--- config.mk ---
export PLATFORM = sky130hd
export DESIGN_NAME = utf8_stream_decoder_core
export DESIGN_NICKNAME = d
export VERILOG_FILES = /design/src/rtl/u8dec_pkg.sv /design/src/rtl/utf8_stream_decoder_core.sv /design/src/rtl/u8dec_front.sv /design/src/rtl/u8dec_queue.sv /design/src/rtl/u8dec_back.sv
export SDC_FILE = /design/constraint.sdc
export NUM_CORES = 1
export LEC_CHECK = 0
export BUFFER_PORTS_ARGS = -buffer_cell sky130_fd_sc_hd__buf_2
export CAP_MARGIN = 20
export CORE_AREA = 2 2 109 111
export CTS_BUF_LIST = sky130_fd_sc_hd__clkbuf_2 sky130_fd_sc_hd__clkbuf_4 sky130_fd_sc_hd__clkbuf_8
export DETAILED_ROUTE_END_ITERATION = 6
export DIE_AREA = 0 0 111 113
export SYNTH_ARGS = -nofsm -noshare
export SYNTH_HDL_FRONTEND = slang
export SYNTH_SLANG_ARGS = --single-unit
--- constraint.sdc ---
create_clock -name clk -period 7.45 [get_ports clk]
set_input_delay 1.8625 -clock clk [delete_from_list [all_inputs] [get_ports clk]]
set_output_delay 1.8625 -clock clk [all_outputs]
set_load 0.01 [all_outputs]
--- src/rtl/u8dec_pkg.sv ---
// Package for the UTF-8 stream decoder: shared constants, sequence length
// codes and the job descriptor passed from the front end to the back end.
// No dependencies.
package u8dec_pkg;

  // Code point width and special values.
  localparam int unsigned CpWidth = 21;
  localparam logic [CpWidth-1:0] REPLACEMENT_CP = 21'd63;
  localparam logic [CpWidth-1:0] END_MARKER_CP = 21'd0;
  localparam logic [CpWidth-1:0] MIN_CP_LEN2 = 21'h00080;
  localparam logic [CpWidth-1:0] MIN_CP_LEN3 = 21'h00800;
  localparam logic [CpWidth-1:0] MIN_CP_LEN4 = 21'h10000;
  localparam logic [CpWidth-1:0] MAX_CP = 21'h10FFFF;
  localparam logic [CpWidth-1:0] SURROGATE_LO = 21'h0D800;
  localparam logic [CpWidth-1:0] SURROGATE_HI = 21'h0DFFF;

  // Sequence lengths, also used as byte counts on results.
  localparam logic [2:0] LEN_NONE = 3'd0;
  localparam logic [2:0] LEN_1 = 3'd1;
  localparam logic [2:0] LEN_2 = 3'd2;
  localparam logic [2:0] LEN_3 = 3'd3;
  localparam logic [2:0] LEN_4 = 3'd4;

  // Depth of the job queue between front end and back end.
  localparam int unsigned QueueDepth = 2;
  localparam int unsigned QueuePtrW = $clog2(QueueDepth);
  localparam int unsigned QueueCntW = $clog2(QueueDepth + 1);

  // One job: a run of replacement results followed by an optional tail result.
  typedef struct packed {
    logic [2:0]         rep_count;
    logic               tail_valid;
    logic [CpWidth-1:0] tail_cp;
    logic [2:0]         tail_used;
    logic               tail_bad;
    logic               tail_done;
  } job_t;

  // Queue status seen by both ends.
  typedef struct packed {
    logic full;
    logic empty;
  } queue_status_t;

endpackage

--- src/rtl/utf8_stream_decoder_core.sv ---
// Top level of the UTF-8 stream decoder: front end, job queue and back end.
// Depends on u8dec_pkg, u8dec_front, u8dec_queue and u8dec_back.

// The decoder takes one text byte per cycle while the job queue is not full
// and gives zero to four results for it, in order, with run_last marking the
// final result of each byte. A byte that only opens or extends a sequence
// gives no result. A byte that gives n results loads the output register n
// times, one result per cycle while out_stall is low. Between the byte
// classifier and the result expander sits a two-entry job queue; the input
// stalls only when that queue is full. Results pass through a job queue
// entry and then the output register before they appear on the output. A
// zero byte flushes an open sequence as '?' results and then gives an end
// marker; decoding continues afterwards from idle.
module utf8_stream_decoder_core
  import u8dec_pkg::*;
(
  input  logic               clk,
  input  logic               rst,
  input  logic               in_valid,
  output logic               in_stall,
  input  logic [7:0]         text_byte,
  output logic               out_valid,
  input  logic               out_stall,
  output logic [CpWidth-1:0] code_point,
  output logic [2:0]         bytes_used,
  output logic               bad_sequence,
  output logic               text_done,
  output logic               run_last
);

  job_t          push_job;
  job_t          head_job;
  logic          push;
  logic          pop;
  queue_status_t q_status;

  // Byte classification and sequence tracking.
  u8dec_front u_front (
    .clk       (clk),
    .rst       (rst),
    .in_valid  (in_valid),
    .in_stall  (in_stall),
    .text_byte (text_byte),
    .q_status  (q_status),
    .push      (push),
    .job       (push_job)
  );

  // Job queue.
  u8dec_queue u_queue (
    .clk      (clk),
    .rst      (rst),
    .push     (push),
    .push_job (push_job),
    .pop      (pop),
    .head_job (head_job),
    .status   (q_status)
  );

  // Result expansion and output register.
  u8dec_back u_back (
    .clk          (clk),
    .rst          (rst),
    .head_job     (head_job),
    .q_status     (q_status),
    .pop          (pop),
    .out_valid    (out_valid),
    .out_stall    (out_stall),
    .code_point   (code_point),
    .bytes_used   (bytes_used),
    .bad_sequence (bad_sequence),
    .text_done    (text_done),
    .run_last     (run_last)
  );

endmodule

--- src/rtl/u8dec_front.sv ---
// Front end of the UTF-8 stream decoder: accepts bytes, tracks the open
// sequence and turns each byte into a job descriptor. Depends on u8dec_pkg.
module u8dec_front
  import u8dec_pkg::*;
(
  input  logic          clk,
  input  logic          rst,
  input  logic          in_valid,
  output logic          in_stall,
  input  logic [7:0]    text_byte,
  input  queue_status_t q_status,
  output logic          push,
  output job_t          job
);

  logic [2:0]         expected_length;
  logic [1:0]         gathered_count;
  logic [CpWidth-1:0] partial_value;

  logic [2:0]         expected_length_next;
  logic [1:0]         gathered_count_next;
  logic [CpWidth-1:0] partial_value_next;

  logic               accept;
  logic               seq_open;
  logic               is_cont;
  logic [CpWidth-1:0] cp_gathered;
  logic [2:0]         count_gathered;
  logic               overlong;
  logic               out_of_range;

  assign in_stall = q_status.full;
  assign accept = in_valid && !q_status.full;

  // A sequence is open while fewer bytes than its length are gathered.
  assign seq_open = (expected_length >= LEN_2) && (expected_length <= LEN_4) &&
                    (gathered_count != 2'd0) &&
                    ({1'b0, gathered_count} < expected_length);
  assign is_cont = (text_byte[7:6] == 2'b10);

  // Value and count after gathering this byte as a continuation.
  assign cp_gathered = {partial_value[CpWidth-7:0], text_byte[5:0]};
  assign count_gathered = {1'b0, gathered_count} + 3'd1;

  // Checks on a completed sequence.
  assign overlong = ((expected_length == LEN_2) && (cp_gathered < MIN_CP_LEN2)) ||
                    ((expected_length == LEN_3) && (cp_gathered < MIN_CP_LEN3)) ||
                    ((expected_length == LEN_4) && (cp_gathered < MIN_CP_LEN4));
  assign out_of_range = (cp_gathered > MAX_CP) ||
                        ((cp_gathered >= SURROGATE_LO) && (cp_gathered <= SURROGATE_HI));

  // Classify the byte and build its job and the next sequence state.
  always_comb begin
    job = '0;
    expected_length_next = LEN_NONE;
    gathered_count_next = 2'd0;
    partial_value_next = '0;
    if (seq_open && is_cont) begin
      if (count_gathered >= expected_length) begin
        // Sequence complete: the state closes.
        if (overlong) begin
          job.rep_count = expected_length;
        end else if (out_of_range) begin
          job.tail_valid = 1'b1;
          job.tail_cp = REPLACEMENT_CP;
          job.tail_used = expected_length;
          job.tail_bad = 1'b1;
        end else begin
          job.tail_valid = 1'b1;
          job.tail_cp = cp_gathered;
          job.tail_used = expected_length;
        end
      end else begin
        expected_length_next = expected_length;
        gathered_count_next = count_gathered[1:0];
        partial_value_next = cp_gathered;
      end
    end else begin
      // An interrupted sequence flushes one replacement per gathered byte.
      if (seq_open) begin
        job.rep_count = {1'b0, gathered_count};
      end
      // The byte itself is then taken as a new lead.
      if (text_byte == 8'h00) begin
        job.tail_valid = 1'b1;
        job.tail_cp = END_MARKER_CP;
        job.tail_used = LEN_NONE;
        job.tail_done = 1'b1;
      end else if (text_byte[7] == 1'b0) begin
        job.tail_valid = 1'b1;
        job.tail_cp = {{(CpWidth-8){1'b0}}, text_byte};
        job.tail_used = LEN_1;
      end else if (text_byte[7:5] == 3'b110) begin
        expected_length_next = LEN_2;
        gathered_count_next = 2'd1;
        partial_value_next = {{(CpWidth-5){1'b0}}, text_byte[4:0]};
      end else if (text_byte[7:4] == 4'b1110) begin
        expected_length_next = LEN_3;
        gathered_count_next = 2'd1;
        partial_value_next = {{(CpWidth-4){1'b0}}, text_byte[3:0]};
      end else if (text_byte[7:3] == 5'b11110) begin
        expected_length_next = LEN_4;
        gathered_count_next = 2'd1;
        partial_value_next = {{(CpWidth-3){1'b0}}, text_byte[2:0]};
      end else begin
        job.tail_valid = 1'b1;
        job.tail_cp = REPLACEMENT_CP;
        job.tail_used = LEN_1;
        job.tail_bad = 1'b1;
      end
    end
  end

  // Only jobs that produce results go into the queue.
  assign push = accept && ((job.rep_count != 3'd0) || job.tail_valid);

  // Sequence state.
  always_ff @(posedge clk) begin
    if (rst) begin
      expected_length <= LEN_NONE;
      gathered_count <= 2'd0;
      partial_value <= '0;
    end else if (accept) begin
      expected_length <= expected_length_next;
      gathered_count <= gathered_count_next;
      partial_value <= partial_value_next;
    end
  end

endmodule

--- src/rtl/u8dec_queue.sv ---
// Short job queue that decouples the decoder front end from the back end.
// Depends on u8dec_pkg.
module u8dec_queue
  import u8dec_pkg::*;
(
  input  logic          clk,
  input  logic          rst,
  input  logic          push,
  input  job_t          push_job,
  input  logic          pop,
  output job_t          head_job,
  output queue_status_t status
);

  job_t                 entries [QueueDepth];
  logic [QueuePtrW-1:0] wr_ptr;
  logic [QueuePtrW-1:0] rd_ptr;
  logic [QueueCntW-1:0] count;

  assign status.full = (count == QueueCntW'(QueueDepth));
  assign status.empty = (count == '0);
  assign head_job = entries[rd_ptr];

  // Entry storage; payload needs no reset.
  always_ff @(posedge clk) begin
    if (push) begin
      entries[wr_ptr] <= push_job;
    end
  end

  // Pointers and fill count.
  always_ff @(posedge clk) begin
    if (rst) begin
      wr_ptr <= '0;
      rd_ptr <= '0;
      count <= '0;
    end else begin
      if (push) begin
        wr_ptr <= (wr_ptr == QueuePtrW'(QueueDepth - 1)) ? '0 : wr_ptr + 1'b1;
      end
      if (pop) begin
        rd_ptr <= (rd_ptr == QueuePtrW'(QueueDepth - 1)) ? '0 : rd_ptr + 1'b1;
      end
      if (push && !pop) begin
        count <= count + 1'b1;
      end else if (pop && !push) begin
        count <= count - 1'b1;
      end
    end
  end

endmodule

--- src/rtl/u8dec_back.sv ---
// Back end of the UTF-8 stream decoder: expands each queued job into its
// results and holds them in the output register. Depends on u8dec_pkg.
module u8dec_back
  import u8dec_pkg::*;
(
  input  logic               clk,
  input  logic               rst,
  input  job_t               head_job,
  input  queue_status_t      q_status,
  output logic               pop,
  output logic               out_valid,
  input  logic               out_stall,
  output logic [CpWidth-1:0] code_point,
  output logic [2:0]         bytes_used,
  output logic               bad_sequence,
  output logic               text_done,
  output logic               run_last
);

  logic [2:0]         rep_index;
  logic [2:0]         rep_index_next;
  logic               load;
  logic               in_reps;
  logic               last;
  logic [CpWidth-1:0] cp_sel;
  logic [2:0]         used_sel;
  logic               bad_sel;
  logic               done_sel;

  // The output register takes a new result when it is empty or being taken.
  assign load = !q_status.empty && (!out_valid || !out_stall);
  assign in_reps = (rep_index < head_job.rep_count);

  // Select the result at the current position in the job.
  always_comb begin
    if (in_reps) begin
      cp_sel = REPLACEMENT_CP;
      used_sel = LEN_1;
      bad_sel = 1'b1;
      done_sel = 1'b0;
      last = ((rep_index + 3'd1) == head_job.rep_count) && !head_job.tail_valid;
    end else begin
      cp_sel = head_job.tail_cp;
      used_sel = head_job.tail_used;
      bad_sel = head_job.tail_bad;
      done_sel = head_job.tail_done;
      last = 1'b1;
    end
  end

  assign pop = load && last;
  assign rep_index_next = last ? 3'd0 : rep_index + 3'd1;

  // Position within the current job and output valid.
  always_ff @(posedge clk) begin
    if (rst) begin
      rep_index <= 3'd0;
      out_valid <= 1'b0;
    end else begin
      if (load) begin
        rep_index <= rep_index_next;
        out_valid <= 1'b1;
      end else if (!out_stall) begin
        out_valid <= 1'b0;
      end
    end
  end

  // Output payload register.
  always_ff @(posedge clk) begin
    if (load) begin
      code_point <= cp_sel;
      bytes_used <= used_sel;
      bad_sequence <= bad_sel;
      text_done <= done_sel;
      run_last <= last;
    end
  end

endmodule
==> impl_metrics.csv <==
group,metric,value,unit
status,status,"completed",
sta,tns,0,ns
placed_design,dpl.cell_count,558,
floorplan,fp.dieW,111,µm
detailed_routing,routed_wl,9490,µm
synthesis,synth_area_leaders,"edfxtp_1, dfxtp_1, mux2i_1",
synthesis,synth_ff_type,"edfxtp_1",
sta,maxSlewHeadroom,38.2,%
setup_path,critPathSlowestCell,"nor3_2",
sta,fin_crit,3.99,ns
pwr,p_comb_share,25.2,%
synthesis,yosys.area.top_type,"edfxtp_1",
clocking,cts.sinks,116,
detailed_routing,firstDrtPassIters,4,
setup_path,rrSetupSlack,4.02,ns
min_path,hp-class,"flip-flop to flip-flop",
setup_path,slowest_delay,0.80,ns
cells_and_area,design_area,0.00576,mm²
cells_and_area,layout-drive-gt1-share,23.7,%
global_routing,overflow,0,
setup_path,critPathLaunchType,"input port",
detailed_routing,drt-initial-drc-count,223,
setup_path,reg2reg_depth,10,
sta,final-setup-viol-count,0,
pwr,ir_worst_vdd,162,µV
sta,fmax,0.250,GHz
clocking,clk_latency,0.41,ns
synthesis,synth_cells,386,
setup_path,path_class,"input port to flip-flop",
synthesis,ys_warn_count,0,
floorplan,die_area,0.0125,mm²
pwr,p_per_area,326,mW/mm²
clocking,path_clk_slew,0.06,ns
setup_path,cp_data_arrival_time,4.08,ns
setup_path,cp.required,7.54,ns
detailed_routing,drt.antenna.violating_nets,0,
synthesis,postSynthAreaPerCell,13.0,µm²
cells_and_area,syn_to_final_growth,14.8,%
floorplan,pin_count,41,
synthesis,ys_seq_elements,116,
global_routing,grt_max_degree,34,
pwr,clockPowerShare,28.0,%
sta,layout_setup_ws,3.46,ns
floorplan,core,0.0113,mm²
floorplan,num_rows,39,
setup_path,reg2reg_to,"u_queue.count[1]$_SDFFE_PP0P_",
placed_design,numPortBuffers,40,
detailed_routing,avgViaCountPerCell,5.22,
setup_path,cp_max_fo,20,
pwr,internal-power,1.32,mW
synthesis,synth_commonest_cells,"edfxtp_1, nand2_1, nor2_1",
placed_design,post-dp-hpwl,6420,µm
pwr,power_switching,0.558,mW
sta,period_share,53.6,%
flow_run,maxCapViolCount,0,
clocking,cts-buffers-inserted,17,
placed_design,pre_cts_ws,3.01,ns
floorplan,die_h,113,µm
min_path,holdPathStages,2,
global_routing,antenna_found_initial,0,
cells_and_area,finish.utilization,51.1,%
sta,hold_viol,0,
min_path,min_from,"u_front.partial_value[10]$_SDFFE_PP0P_",
setup_path,end_kind,"flip-flop",
sta,drv_slew,0,
sta,skew,0.0102,ns
synthesis,netlist_area,0.00502,mm²
cells_and_area,nets,459,
sta,holdWs,0.496,ns
synthesis,synth_cell_type_count,55,
placed_design,placed_cell_area,0.00537,mm²
detailed_routing,via_count,3085,
pwr,switching_share,29.7,%
synthesis,post-synth-top-count-cell,"edfxtp_1",
clocking,cts_resized,0,
synthesis,ys_async_sr_fraction,0,%
cells_and_area,stdcell_count,591,
clocking,cts-htree-levels,4,
detailed_routing,wl_per_cell,16.1,µm
clocking,holdBufCountCts,0,
global_routing,grt_pass1_wl,15900,µm
clocking,clockBufferDepth,2,
pwr,sequentialPowerShare,46.8,%
global_routing,grt_pass1_vias,3175,
setup_path,crit_buf_inv,2,
cells_and_area,fillCellCount,983,
synthesis,synth_top_area_share,52.1,%
pwr,power_leakage,1.99,nW
sta,max_slew.worst_pin.slew,0.922,ns
setup_path,crit_chain,"buf_2 > and2_1 > o31ai_4 > nor3_2 > buf_4",
synthesis,ys_seq_area_share,63.7,%
sta,rsz0062_at_grt,"false",
clocking,cts_tree,"built",
synthesis,synth-edff-count,87,
clocking,cts-root-buf,"clkbuf_8",
pwr,power,1.88,mW
setup_path,cp_top_family,"simple AND/OR/NAND/NOR gates",
cells_and_area,diodes,0,
global_routing,grt_usage,16.3,%
floorplan,initial_core_util,44.5,%
min_path,hold_end,"u_front.partial_value[10]$_SDFFE_PP0P_",
detailed_routing,drc,0,
synthesis,syn-num-nets,410,
placed_design,gp_congestion,0.841,
clocking,post_cts_buffers,0,
## kinds of logic (layout without fill, tap and decap cells)
logic type,Yosys count,in the layout,synth area share [%]
AOI/OAI and AO/OA,60,60,9.65
xor gates and xnor gates,7,7,1.22
adders and majority gates,12,12,2.99
buffers and inverters,24,86,2.12
DFF,116,116,63.7
muxes,31,31,6.31
and+or+nand+nor,136,136,14.0
## worst max path at each step
stage	startpoint	to	cells after the start
6_report	in_valid	u_queue.entries[0][13]$_DFFE_PP_	5
2_1_floorplan	text_byte[5]	u_queue.entries[0][0]$_DFFE_PP_	4
3_5_place_dp	in_valid	u_queue.entries[0][18]$_DFFE_PP_	5
4_1_cts	in_valid	u_queue.entries[0][13]$_DFFE_PP_	5
5_1_grt	in_valid	u_queue.entries[0][13]$_DFFE_PP_	5
3_3_place_gp	in_valid	u_queue.entries[0][18]$_DFFE_PP_	5
## flip-flops by register name, indices dropped and copies added, names as in the netlist, 2 cells and up, named ones only
signal,cells
u_back.rep_index,3
u_front.gathered_count,2
u_back.code_point,21
u_front.expected_length,3
u_queue.entries,60
u_queue.count,2
u_back.bytes_used,3
u_front.partial_value,15
## worst min-delay path, cell delays in order, from the launching register on
cell and delay [ns]:
dfxtp_1 0.33, nand2_1 0.07, a21oi_1 0.06
## layout by cell type (no fill, tap or decap), drive strengths merged, types with 4 or more instances in the layout
master and instances:
o21a 5, nand3b 4, nand2 43, nor2b 4
nand2b 4, a21oi 28, and2 18, clkinv 5
or4 4, dfxtp 29, edfxtp 87, xor2 4
mux2i 29, buf 44, clkbuf 26, inv 10
nor2 36, ha 12, nor3 9
## power groups by stage
stage                     clock network, mW  registers, mW  logic [mW]
after global placement                    0          0.893       0.445
after CTS                             0.542          0.884       0.463
after global routing                  0.575          0.889       0.527
after detailed placement                  0          0.897       0.460
after floorplan                           0          0.928       0.281
final                                 0.527          0.879       0.474
## routing by layer
layer  wire [µm]  track usage (%)  share of wire, %  vias up
li1            -                -                 -     1516
met1        4360             20.7                46     1473
met3         379             4.45               4.0       19
met4         299             9.42               3.2        0
met2        4450             25.4                47       77
met5           0                0                 0        -
## final cells by class
type	count	area, µm²	area share [%]
multi-input combinational	246	1730	30.1
tap	143	179	3.11
clock buffer	26	308	5.35
sequential	116	3190	55.5
timing repair buffer	44	250	4.35
inverter	10	37.5	0.652
clock inverter	6	57.6	1.00
No activity file was read; power rests on OpenSTA's default activity.
